### src/sv/dcr_pkg.sv
// shared types and constants for the disk controller register file
package dcr_pkg;

	localparam int SectorsPerTrack  = 22;
	localparam int HeadsPerCylinder = 3;
	localparam int WordsPerSector   = 256;

	typedef enum logic [1:0] {
		OP_READ  = 2'd0,
		OP_WRITE = 2'd1,
		OP_TICK  = 2'd2,
		OP_ACK   = 2'd3
	} op_t;

	// request and response beats
	typedef struct packed {
		op_t         operation;
		logic [4:0]  reg_offset;
		logic [7:0]  write_byte;
		logic [15:0] disk_word;
		logic        disk_ok;
		logic [15:0] memory_word;
		logic        memory_ok;
	} req_t;

	typedef struct packed {
		logic [7:0]  read_byte;
		logic [17:0] mem_address;
		logic        mem_write;
		logic [15:0] mem_write_data;
		logic [22:0] disk_block;
		logic [7:0]  word_in_sector;
		logic        disk_write;
		logic [15:0] disk_write_data;
		logic        irq_pending;
		logic        busy_res;
	} rsp_t;

	// register word indexes
	localparam logic [3:0] REG_CS1  = 4'd0;
	localparam logic [3:0] REG_WC   = 4'd1;
	localparam logic [3:0] REG_BA   = 4'd2;
	localparam logic [3:0] REG_HS   = 4'd3;
	localparam logic [3:0] REG_CS2  = 4'd4;
	localparam logic [3:0] REG_DS   = 4'd5;
	localparam logic [3:0] REG_ER   = 4'd6;
	localparam logic [3:0] REG_M0   = 4'd7;
	localparam logic [3:0] REG_CYL  = 4'd8;
	localparam logic [3:0] REG_M1   = 4'd9;
	localparam logic [3:0] REG_M2   = 4'd10;
	localparam logic [3:0] REG_M3   = 4'd11;
	localparam logic [3:0] REG_M4   = 4'd14;
	localparam logic [3:0] REG_M5   = 4'd15;

	// configuration register indexes
	localparam logic CFG_SECTOR_ONE = 1'b0;
	localparam logic CFG_DISK_ATT   = 1'b1;

	localparam logic [15:0] CS2_RESET = 16'o000100;
	localparam logic [15:0] DS_RESET  = 16'o100701;
	localparam logic [15:0] BA_MASK   = 16'o177776;

	// register bits and error codes
	localparam logic [15:0] GO_BIT   = 16'o1;
	localparam logic [15:0] IE_BIT   = 16'o100;
	localparam logic [15:0] RDY_BIT  = 16'o200;
	localparam logic [15:0] CERR_BIT = 16'o100000;
	localparam logic [15:0] DS_MASK  = 16'o7;
	localparam logic [15:0] BAI_BIT  = 16'o20;
	localparam logic [15:0] SCLR_BIT = 16'o40;
	localparam logic [15:0] IR_BIT   = 16'o100;
	localparam logic [15:0] ERRS     = 16'o177400;
	localparam logic [15:0] PGE_BIT  = 16'o2000;
	localparam logic [15:0] NEM_BIT  = 16'o4000;
	localparam logic [15:0] NED_BIT  = 16'o10000;
	localparam logic [15:0] WCE_BIT  = 16'o40000;
	localparam logic [15:0] DLT_BIT  = 16'o100000;
	localparam logic [15:0] ILF_BIT  = 16'o1;
	localparam logic [15:0] NXM_BIT  = 16'o2;
	localparam logic [15:0] IDAE_BIT = 16'o2000;
	localparam logic [15:0] DRDY_BIT = 16'o200;

	// function codes (control_one bits 5:1, shifted)
	localparam logic [5:0] FN_READ_A  = 6'o20;
	localparam logic [5:0] FN_READ_B  = 6'o70;
	localparam logic [5:0] FN_WRITE_A = 6'o22;
	localparam logic [5:0] FN_WRITE_B = 6'o60;
	localparam logic [5:0] FN_CHECK   = 6'o30;
	localparam logic [5:0] FN_NOP_A   = 6'o24;
	localparam logic [5:0] FN_NOP_B   = 6'o26;
	localparam logic [5:0] FN_NOP_MAX = 6'o16;

	typedef enum logic [1:0] {
		XF_READ  = 2'd0,
		XF_WRITE = 2'd1,
		XF_CHECK = 2'd2
	} xfer_t;

endpackage

### src/sv/dcr_if.sv
// valid/ready channel carrying one payload beat
interface dcr_if #(parameter type payload_t = logic) (input logic clk);
	logic     valid;
	logic     ready;
	payload_t data;

	modport source (output valid, output data, input ready);
	modport sink   (input valid, input data, output ready);
endinterface

### src/sv/disk_controller_registers_dma.sv
// disk controller register file with a one-word-per-tick transfer engine
//
//  channel  dir  payload
//  req      in   operation, reg_offset, write_byte, disk_word, disk_ok, memory_word, memory_ok
//  rsp      out  read_byte, mem_address, mem_write(_data), disk_block, word_in_sector,
//                disk_write(_data), irq_pending, busy_res
//  apb      in   sector_one_based (0x0), disk_attached (0x4)
//
// one beat per cycle while the response side does not stall: each request updates the register file and
// its response lands in a single output register
// a request is taken while the output register is empty or is being drained
// arst_n clears the register file, the configuration and the output valid flag to their reset values
// apb writes take effect at the access cycle; pready is tied high
module disk_controller_registers_dma #(
	parameter int SECTORS_PER_TRACK  = dcr_pkg::SectorsPerTrack,
	parameter int HEADS_PER_CYLINDER = dcr_pkg::HeadsPerCylinder,
	parameter int WORDS_PER_SECTOR   = dcr_pkg::WordsPerSector
) (
	input  logic        clk,
	input  logic        arst_n,
	dcr_if.sink         req,
	dcr_if.source       rsp,
	input  logic        psel,
	input  logic        penable,
	input  logic        pwrite,
	input  logic [2:0]  paddr,
	input  logic [31:0] pwdata,
	output logic [31:0] prdata,
	output logic        pready
);
	import dcr_pkg::*;

	localparam logic [4:0] SPT = 5'(SECTORS_PER_TRACK);
	localparam logic [3:0] HPC = 4'(HEADS_PER_CYLINDER);
	localparam logic [7:0] WLAST = 8'(WORDS_PER_SECTOR - 1);

	// configuration
	logic sector_one_q, disk_att_q;
	// register file
	logic [15:0] cs1_q, wc_q, ba_q, hs_q, cs2_q, ds_q, er_q, cyl_q;
	logic [15:0] misc_q [6];
	logic        done_q, ie_q, irq_q;
	logic [7:0]  swp_q;

	logic [15:0] cs1_d, wc_d, ba_d, hs_d, cs2_d, ds_d, er_d, cyl_d;
	logic [15:0] misc_d [6];
	logic        done_d, ie_d, irq_d;
	logic [7:0]  swp_d;

	// output register
	logic        out_v_q;
	logic [7:0]  rb_q;
	logic [17:0] ma_q;
	logic        mw_q, dw_q, irqo_q, busy_q;
	logic [15:0] mwd_q, dwd_q;
	logic [22:0] blk_q;
	logic [7:0]  wis_q;

	logic [7:0]  rb_d;
	logic        mw_d, dw_d;
	logic [15:0] mwd_d, dwd_d;

	logic take;
	assign req.ready = !out_v_q || rsp.ready;
	assign take = req.valid && req.ready;

	// apb
	assign pready = 1'b1;
	always_comb begin
		prdata = '0;
		case (paddr[2])
			CFG_SECTOR_ONE: prdata = {31'd0, sector_one_q};
			CFG_DISK_ATT:   prdata = {31'd0, disk_att_q};
			default:        prdata = '0;
		endcase
	end
	always_ff @(posedge clk or negedge arst_n) begin
		if (!arst_n) begin
			sector_one_q <= 1'b0;
			disk_att_q   <= 1'b0;
		end else if (psel && penable && pwrite) begin
			if (paddr[2] == CFG_SECTOR_ONE) sector_one_q <= pwdata[0];
			else                            disk_att_q   <= pwdata[0];
		end
	end

	// zero-based sector from a head/sector word
	function automatic logic [4:0] zsec(input logic [15:0] hs, input logic one);
		logic [4:0] s;
		s = hs[4:0];
		if (one) begin
			if (s == 5'd0) s = SPT;
			s = s - 5'd1;
		end
		return s;
	endfunction

	function automatic logic [22:0] blk_of(input logic [15:0] cyl, input logic [2:0] h,
	                                       input logic [4:0] s);
		logic [22:0] t;
		t = 23'(cyl) * 23'(HPC) + 23'(h);
		return t * 23'(SPT) + 23'(s);
	endfunction

	// view of register index for reads
	function automatic logic [15:0] rd(input logic [3:0] idx, input logic [15:0] c1,
		input logic [15:0] wc, input logic [15:0] ba, input logic [15:0] hs,
		input logic [15:0] c2, input logic [15:0] ds, input logic [15:0] er,
		input logic [15:0] cy, input logic [15:0] m0, input logic [15:0] m1,
		input logic [15:0] m2, input logic [15:0] m3, input logic [15:0] m4,
		input logic [15:0] m5, input logic dn, input logic ie);
		logic [15:0] v;
		case (idx)
			REG_CS1: begin
				v = c1 & ~(RDY_BIT | IE_BIT | CERR_BIT);
				v[7]  = dn;
				v[6]  = ie;
				v[15] = (er != 0) || ((c2 & ERRS) != 0);
			end
			REG_WC:  v = wc;
			REG_BA:  v = ba;
			REG_HS:  v = hs;
			REG_CS2: v = c2;
			REG_DS:  v = ds;
			REG_ER:  v = er;
			REG_M0:  v = m0;
			REG_CYL: v = cy;
			REG_M1:  v = m1;
			REG_M2:  v = m2;
			REG_M3:  v = m3;
			REG_M4:  v = m4;
			REG_M5:  v = m5;
			default: v = '0;
		endcase
		return v;
	endfunction

	logic [1:0]  op;
	logic [3:0]  idx;
	logic        hi;
	logic [7:0]  b;
	logic [15:0] rv, wv;
	logic [5:0]  fn;
	logic [4:0]  s0, s_n;
	logic [2:0]  h0;
	logic [3:0]  h_n;
	logic        addr_ok;
	logic [1:0]  ext;
	logic [16:0] ba_sum;
	xfer_t       mode;
	logic        is_xfer;

	assign op  = req.data.operation;
	assign idx = req.data.reg_offset[4:1];
	assign hi  = req.data.reg_offset[0];
	assign b   = req.data.write_byte;
	assign fn  = {cs1_q[5:1], 1'b0};
	assign s0  = zsec(hs_q, sector_one_q);
	assign h0  = hs_q[10:8];
	assign addr_ok = (s0 < SPT) && ({1'b0, h0} < HPC);
	assign ext = cs1_q[9:8];

	// next-state logic for one request
	always_comb begin
		cs1_d = cs1_q; wc_d = wc_q; ba_d = ba_q; hs_d = hs_q; cs2_d = cs2_q;
		ds_d = ds_q; er_d = er_q; cyl_d = cyl_q; misc_d = misc_q;
		done_d = done_q; ie_d = ie_q; irq_d = irq_q; swp_d = swp_q;
		rb_d = '0; mw_d = 1'b0; dw_d = 1'b0; mwd_d = '0; dwd_d = '0;
		rv = rd(idx, cs1_q, wc_q, ba_q, hs_q, cs2_q, ds_q, er_q, cyl_q, misc_q[0],
		        misc_q[1], misc_q[2], misc_q[3], misc_q[4], misc_q[5], done_q, ie_q);
		wv = hi ? {b, rv[7:0]} : {rv[15:8], b};
		mode = XF_READ; is_xfer = 1'b0;
		ba_sum = '0; s_n = '0; h_n = '0;
		case (op)
			OP_READ: rb_d = hi ? rv[15:8] : rv[7:0];
			OP_ACK:  irq_d = 1'b0;
			OP_WRITE: begin
				if (idx == REG_DS || idx == REG_ER || idx >= 4'd12) begin
				end else if (cs1_q[0] && idx != REG_CS1) begin
					cs2_d = cs2_q | PGE_BIT | IR_BIT;
				end else begin
					case (idx)
						REG_CS1: begin
							if (hi) begin
								if (b[7]) begin
									// controller clear
									wc_d = '0; ba_d = '0; hs_d = '0; cyl_d = '0;
									for (int i = 1; i < 6; i++) misc_d[i] = '0;
									er_d = '0;
									cs2_d = (cs2_q & DS_MASK) | IR_BIT;
									swp_d = '0;
									done_d = 1'b1;
									if (ie_q) irq_d = 1'b1;
									cs1_d[0] = 1'b0;
								end else begin
									cs1_d[9:8] = b[1:0];
									misc_d[1][1:0] = b[1:0];
								end
							end else begin
								cs1_d[6:1] = b[6:1];
								ie_d = b[6];
								if (!b[6]) irq_d = 1'b0;
								if (!ie_q && b[6] && b[7]) irq_d = 1'b1;
								if (b[0] && !cs1_q[0] && done_q) begin
									done_d = 1'b0;
									cs1_d[0] = 1'b1;
									er_d = '0;
									cs2_d = (cs2_q & (DS_MASK | BAI_BIT | SCLR_BIT)) | IR_BIT;
									ds_d[7] = 1'b0;
									swp_d = '0;
								end
							end
						end
						REG_WC:  wc_d = wv;
						REG_BA:  ba_d = wv & BA_MASK;
						REG_HS:  hs_d = wv;
						REG_CS2: begin
							if (!hi) begin
								cs2_d = (cs2_q & ~16'o67) | {8'd0, b & 8'o67};
								if (b[5]) begin
									// subsystem clear
									cs1_d = '0; wc_d = '0; ba_d = '0; hs_d = '0;
									cs2_d = CS2_RESET; ds_d = DS_RESET; er_d = '0;
									cyl_d = '0;
									for (int i = 0; i < 6; i++) misc_d[i] = '0;
									done_d = 1'b1; ie_d = 1'b0; irq_d = 1'b0;
									swp_d = '0;
								end
							end
						end
						REG_M0:  misc_d[0] = wv;
						REG_CYL: cyl_d = wv;
						REG_M1: begin
							misc_d[1] = wv;
							cs1_d[9:8] = wv[1:0];
						end
						REG_M2:  misc_d[2] = wv;
						REG_M3:  misc_d[3] = wv;
						default: ;
					endcase
				end
			end
			OP_TICK: begin
				if (cs1_q[0]) begin
					if (fn <= FN_NOP_MAX || fn == FN_NOP_A || fn == FN_NOP_B) begin
						is_xfer = 1'b0;
						cs1_d[0] = 1'b0; ds_d[7] = 1'b1; done_d = 1'b1;
						if (ie_q) irq_d = 1'b1;
					end else if (fn == FN_READ_A || fn == FN_READ_B) begin
						is_xfer = 1'b1; mode = XF_READ;
					end else if (fn == FN_WRITE_A || fn == FN_WRITE_B) begin
						is_xfer = 1'b1; mode = XF_WRITE;
					end else if (fn == FN_CHECK) begin
						is_xfer = 1'b1; mode = XF_CHECK;
					end else begin
						er_d = er_q | ILF_BIT; cs2_d = cs2_q | IR_BIT;
						cs1_d[0] = 1'b0; ds_d[7] = 1'b1; done_d = 1'b1;
						if (ie_q) irq_d = 1'b1;
					end
				end
				if (is_xfer) begin
					// default: finish the command
					cs1_d[0] = 1'b0; ds_d[7] = 1'b1; done_d = 1'b1;
					if (ie_q) irq_d = 1'b1;
					if ((cs2_q & DS_MASK) != 16'd0 || !disk_att_q) begin
						cs2_d = cs2_q | NED_BIT | IR_BIT;
					end else if (!wc_q[15]) begin
					end else begin
						misc_d[1][1:0] = ext;
						if (!addr_ok) begin
							er_d = er_q | IDAE_BIT; cs2_d = cs2_q | IR_BIT;
						end else if (!req.data.disk_ok) begin
							cs2_d = cs2_q | DLT_BIT | IR_BIT;
						end else if (!req.data.memory_ok) begin
							cs2_d = cs2_q | NEM_BIT | IR_BIT;
							er_d = er_q | NXM_BIT;
						end else if (mode == XF_CHECK &&
						             req.data.memory_word != req.data.disk_word) begin
							cs2_d = cs2_q | WCE_BIT | IR_BIT;
						end else begin
							if (mode == XF_READ) begin
								mw_d = 1'b1; mwd_d = req.data.disk_word;
							end
							if (mode == XF_WRITE) begin
								dw_d = 1'b1; dwd_d = req.data.memory_word;
							end
							wc_d = wc_q + 16'd1;
							if (!cs2_q[4]) begin
								ba_sum = {1'b0, ba_q} + 17'd2;
								ba_d = ba_sum[15:0];
								if (ba_sum[15:0] < 16'd2) begin
									cs1_d[9:8] = ext + 2'd1;
									misc_d[1][1:0] = ext + 2'd1;
								end
							end
							if (swp_q >= WLAST) begin
								swp_d = '0;
								s_n = s0 + 5'd1; h_n = {1'b0, h0};
								if (s_n >= SPT) begin
									s_n = '0; h_n = {1'b0, h0} + 4'd1;
									if (h_n >= HPC) begin
										h_n = '0; cyl_d = cyl_q + 16'd1;
									end
								end
								if (sector_one_q) s_n = s_n + 5'd1;
								hs_d = {hs_q[15:11], h_n[2:0], hs_q[7:5], s_n};
							end else begin
								swp_d = swp_q + 8'd1;
							end
							if (wc_d != 16'd0) begin
								cs1_d[0] = cs1_q[0]; ds_d[7] = ds_q[7];
								done_d = done_q; irq_d = irq_q;
							end
						end
					end
				end
			end
			default: ;
		endcase
	end

	// register file update
	always_ff @(posedge clk or negedge arst_n) begin
		if (!arst_n) begin
			cs1_q <= '0; wc_q <= '0; ba_q <= '0; hs_q <= '0;
			cs2_q <= CS2_RESET; ds_q <= DS_RESET; er_q <= '0; cyl_q <= '0;
			for (int i = 0; i < 6; i++) misc_q[i] <= '0;
			done_q <= 1'b1; ie_q <= 1'b0; irq_q <= 1'b0; swp_q <= '0;
		end else if (take) begin
			cs1_q <= cs1_d; wc_q <= wc_d; ba_q <= ba_d; hs_q <= hs_d;
			cs2_q <= cs2_d; ds_q <= ds_d; er_q <= er_d; cyl_q <= cyl_d;
			misc_q <= misc_d;
			done_q <= done_d; ie_q <= ie_d; irq_q <= irq_d; swp_q <= swp_d;
		end
	end

	// response view of the updated state
	logic [4:0]  s_r;
	logic        ok_r;
	logic [22:0] blk_r;
	assign s_r   = zsec(hs_d, sector_one_q);
	assign ok_r  = (s_r < SPT) && ({1'b0, hs_d[10:8]} < HPC);
	assign blk_r = blk_of(cyl_d, hs_d[10:8], s_r);

	always_ff @(posedge clk or negedge arst_n) begin
		if (!arst_n) out_v_q <= 1'b0;
		else if (take) out_v_q <= 1'b1;
		else if (rsp.ready) out_v_q <= 1'b0;
	end

	always_ff @(posedge clk) begin
		if (take) begin
			rb_q   <= rb_d;
			ma_q   <= {cs1_d[9:8], ba_d};
			mw_q   <= mw_d;  mwd_q <= mwd_d;
			dw_q   <= dw_d;  dwd_q <= dwd_d;
			blk_q  <= ok_r ? blk_r : '0;
			wis_q  <= swp_d;
			irqo_q <= irq_d;
			busy_q <= cs1_d[0];
		end
	end

	assign rsp.valid = out_v_q;
	always_comb begin
		rsp.data = '0;
		rsp.data.read_byte       = rb_q;
		rsp.data.mem_address     = ma_q;
		rsp.data.mem_write       = mw_q;
		rsp.data.mem_write_data  = mwd_q;
		rsp.data.disk_block      = blk_q;
		rsp.data.word_in_sector  = wis_q;
		rsp.data.disk_write      = dw_q;
		rsp.data.disk_write_data = dwd_q;
		rsp.data.irq_pending     = irqo_q;
		rsp.data.busy_res        = busy_q;
	end

`ifndef SYNTHESIS
	// strobes never both on in one beat
	a_one_strobe: assert property (@(posedge clk) disable iff (!arst_n)
		rsp.valid |-> !(rsp.data.mem_write && rsp.data.disk_write))
		else $error("both strobes set");
	// busy and done are exclusive in the register file
	a_go_done: assert property (@(posedge clk) disable iff (!arst_n)
		!(cs1_q[0] && done_q))
		else $error("go with done");
	// a stalled response holds the output register
	a_hold: assert property (@(posedge clk) disable iff (!arst_n)
		rsp.valid && !rsp.ready |=> rsp.valid && $stable(ma_q))
		else $error("response dropped");
`endif
endmodule

### src/flat_wrapper.sv
// flat-port wrapper written by rule: the top's interface ports become plain ports
module disk_controller_registers_dma_flat import dcr_pkg::*;
#(
	parameter int SECTORS_PER_TRACK  = dcr_pkg::SectorsPerTrack,
	parameter int HEADS_PER_CYLINDER = dcr_pkg::HeadsPerCylinder,
	parameter int WORDS_PER_SECTOR   = dcr_pkg::WordsPerSector
)
  (clk, arst_n, psel, penable, pwrite, paddr, pwdata, prdata, pready, req_valid, req_data, req_ready, rsp_valid, rsp_data, rsp_ready);
  dcr_if #(.payload_t(req_t)) req_i (.clk(clk));
  dcr_if #(.payload_t(rsp_t)) rsp_i (.clk(clk));
  input  logic clk;
  input  logic arst_n;
  input  logic psel;
  input  logic penable;
  input  logic pwrite;
  input  logic [2:0] paddr;
  input  logic [31:0] pwdata;
  output logic [31:0] prdata;
  output logic pready;
  input wire logic [$bits(req_i.valid)-1:0] req_valid;
  input wire logic [$bits(req_i.data)-1:0] req_data;
  output wire logic [$bits(req_i.ready)-1:0] req_ready;
  output wire logic [$bits(rsp_i.valid)-1:0] rsp_valid;
  output wire logic [$bits(rsp_i.data)-1:0] rsp_data;
  input wire logic [$bits(rsp_i.ready)-1:0] rsp_ready;
  assign req_i.valid = req_valid;
  assign req_i.data = req_data;
  assign req_ready = req_i.ready;
  assign rsp_valid = rsp_i.valid;
  assign rsp_data = rsp_i.data;
  assign rsp_i.ready = rsp_ready;
  disk_controller_registers_dma #(.SECTORS_PER_TRACK(SECTORS_PER_TRACK), .HEADS_PER_CYLINDER(HEADS_PER_CYLINDER), .WORDS_PER_SECTOR(WORDS_PER_SECTOR)) u_core (.clk(clk), .arst_n(arst_n), .req(req_i), .rsp(rsp_i), .psel(psel), .penable(penable), .pwrite(pwrite), .paddr(paddr), .pwdata(pwdata), .prdata(prdata), .pready(pready));
endmodule
### config.mk
export PLATFORM = sky130hd
export DESIGN_NAME = disk_controller_registers_dma_flat
export DESIGN_NICKNAME = d
export VERILOG_FILES = /design/src/sv/dcr_pkg.sv /design/src/sv/dcr_if.sv /design/src/sv/disk_controller_registers_dma.sv /design/src/flat_wrapper.sv
export SDC_FILE = /design/constraint.sdc
export NUM_CORES = 1
export LEC_CHECK = 0
export ABC_AREA = 1
export BUFFER_PORTS_ARGS = -buffer_cell sky130_fd_sc_hd__buf_2
export CORE_ASPECT_RATIO = 0.7
export CORE_MARGIN = 3
export CORE_UTILIZATION = 30
export DETAILED_ROUTE_END_ITERATION = 8
export GPL_ROUTABILITY_DRIVEN = 0
export PLACE_DENSITY = 0.47
export SLEW_MARGIN = 20
export SYNTH_ARGS = -nofsm -noshare
export SYNTH_HDL_FRONTEND = slang
export SYNTH_SLANG_ARGS = --single-unit
### constraint.sdc
create_clock -name clk -period 26.8 [get_ports clk]
set_clock_uncertainty 0.05 [all_clocks]
set_input_delay 1.34 -clock clk [delete_from_list [all_inputs] [get_ports clk]]
set_output_delay 1.34 -clock clk [all_outputs]
set_load 0.02 [all_outputs]
==> qor.csv <==
metric;value;unit
status;finished clean;
crit_arrival;11.09;ns
ys_seq_area_frac;0.370;
final_hold_viol_count;0;
cts_setup_buffers;0;
ys_types;64;
dpl-instance-area;0.0203;mm2
cts-resized-gates;0;
rows;75;
muxShareOfSynthArea;0.00161;
worst_slack;16.09;ns
core-area;0.0607;mm2
cp-endpoint;u_core.blk_q[20];
cts_sinks;257;
drv_cap;0;
worstRegToRegCells;58;
relSlewSlack;0.278;
yosys_warnings;0;
grt_pass1_wl;102;mm
path_depth;58;
dp_hpwl;51.1;mm
netlist_instances;2417;
cts_root_buffer;clkbuf_16;
cts_tree;built;
rsz0062_at_grt;false;
drt_iter0_drc;1857;
numCtsBuffers;30;
drive_above_1_share;0.134;
synth_area_leaders;dfrtp_1, edfxtp_1, inv_1;
cts_buffer_depth;3;
drc;0;
crit_family;simple AND/OR/NAND/NOR gates;
boundaryPins;219;
final_common_cell;inv_1;
area_delta_synth_final;14.2;%
start_kind;register;
cp_slowest_cell;fa_1;
antenna_found_initial;3;
cts_max_level;1;
viasPerCell;5.21;
wl_per_cell;19.7;um
fmax;0.0934;GHz
die_x;304;um
timing.reg2reg.setup_slack;16.09;ns
end_kind;register;
cp.buffers_inverters;7;
synth_top_cell_area_share;0.216;
final_cells;3395;
drtPass1Iterations;6;
synthSimpleGateAreaFrac;0.195;
dp.cells;3339;
nets;2762;
synth-xor-area-share;0.0380;
port_buffers;153;
slowest_delay;0.55;ns
ys.flop_type;dfrtp_1;
final_cell_mix;inv_1, nand2_1, nor2_1;
worst_r2r_endpoint;u_core.blk_q[20];
antenna_cells;0;
finalCriticalPeriod;10.71;ns
grt_pass1_vias;16739;
grt_usage;0.199;
yosys.area.top_type;dfrtp_1;
fp.dieArea;0.0652;mm2
synth_top_family_by_area;simple AND/OR/NAND/NOR gates;
setup_viol;0;
ys_seq_elements;257;
period_share;0.399;
floorplan.initialDensity;0.307;
path_clk_slew;0.06;ns
synth_enable_flop_cells;93;
grt-ovfl-total;0;
synth-adder-area-share;0.0801;
crit_path_start;u_core.hs_q[3];
async_reset_ff_frac;0.638;
crit_fanout;10;
slew_violations;0;
netlist_area;0.0186;mm2
grt_max_degree;70;
die_h;215;um
hold_buffers;0;
syn_area_per_cell;7.71;um2
synth_compound_area_frac;0.190;
hold_class;register to register;
ant_nets;0;
design_area;0.0213;mm2
dp_slack;15.91;ns
setup_tns;0;ns
vias;17693;
cp_common_cell;nand2_1;
reg2reg_from;u_core.hs_q[3];
clock_latency;0.59;ns
drt-total-wl;67.0;mm
worstSetupPathType;register to register;
worstMarginPinSlew;1.06;ns
required;27.18;ns
==> synth_stat cells (4+ instances only) <==
library cell  number
inv_1            452
nand2_1          344
nor2_1           202
dfrtp_1          161
o22ai_1          158
o21ai_0          150
a21oi_1          114
nand3_1          101
edfxtp_1          93
ha_1              89
xor2_1            63
clkbuf_1          50
nor3_1            41
buf_4             36
nor2_2            32
nand4_1           27
a31oi_1           20
fa_1              19
xnor2_1           18
inv_2             16
nand2_2           16
nor4_1            16
o221ai_1          15
a22oi_1           13
o21ai_1           12
o211ai_1          11
a211oi_1           9
a221oi_1           9
o31ai_1            9
a2111oi_0          8
buf_2              8
o21a_1             8
o221a_2            8
a21o_1             7
o21ai_2            7
clkinv_1           6
o21bai_1           6
or2_2              6
buf_1              5
nand2_4            4
nand3_2            4
nand3b_1           4
nor2_4             4
o2111ai_1          4
==> worst min path at each step <==
stage / start / to / slack, ns / depth (start not counted)
3_3_place_gp: u_core.cs2_q[0] / u_core.cs2_q[0] / 0.42 / 2
2_1_floorplan: u_core.cs2_q[0] / u_core.cs2_q[0] / 0.40 / 2
3_5_place_dp: u_core.cs2_q[2] / u_core.cs2_q[2] / 0.43 / 2
5_1_grt: u_core.cs2_q[2] / u_core.cs2_q[2] / 0.47 / 2
6_report: u_core.cs2_q[2] / u_core.cs2_q[2] / 0.44 / 2
4_1_cts: u_core.ds_q[7] / u_core.ds_q[7] / 0.44 / 2
==> cell type report <==
class                      instances  area [um2]
clock buffer                      42         847
clock inverter                    14         178
fill                            6419       39400
inverter                         474        1780
multi-input combinational       1615        9550
sequential                       257        6900
tap                              808        1010
timing repair buffer             185        1010
==> metrics by stage <==
stage	util	hold WS (ns)
2_1_floorplan	-	0.402
3_3_place_gp	0.334	0.420
3_5_place_dp	0.334	0.432
4_1_cts	0.351	0.444
5_1_grt	0.351	0.469
6_report	0.351	0.442
==> cell families after synthesis <==
kind of cell,after synthesis
simple gates,810
compound gates,581
buf+inv,575
flops,257
fa+ha+maj,108
xor+xnor,81
mux,3
other cells,2
==> flip-flops by register name, indices dropped and copies added (netlist names), 3 cells and up <==
name,cells
u_core.blk_q,23
u_core.dwd_q,16
u_core.wis_q,8
u_core.misc_q,64
u_core.mwd_q,16
u_core.ma_q,18
u_core.hs_q,16
u_core.cyl_q,16
u_core.cs2_q,10
u_core.wc_q,16
u_core.swp_q,8
u_core.rb_q,8
u_core.er_q,3
u_core.ba_q,16
u_core.cs1_q,8
==> metal layers <==
layer / track usage / share of wire / wire, um
met5: 0 / 0.00043 / 29
met4: 0.0536 / 0.028 / 1850
met3: 0.0496 / 0.10 / 6870
met2: 0.285 / 0.41 / 27100
met1: 0.295 / 0.46 / 31100
==> worst min-delay path, stage by stage, from the launching register on <==
cell and delay [ns]:
dfrtp_1 0.34, nand2_1 0.05, o21ai_0 0.06
Power is not shown: default switching activity piles up to over one toggle a cycle in this logic, so the estimate is an artifact.
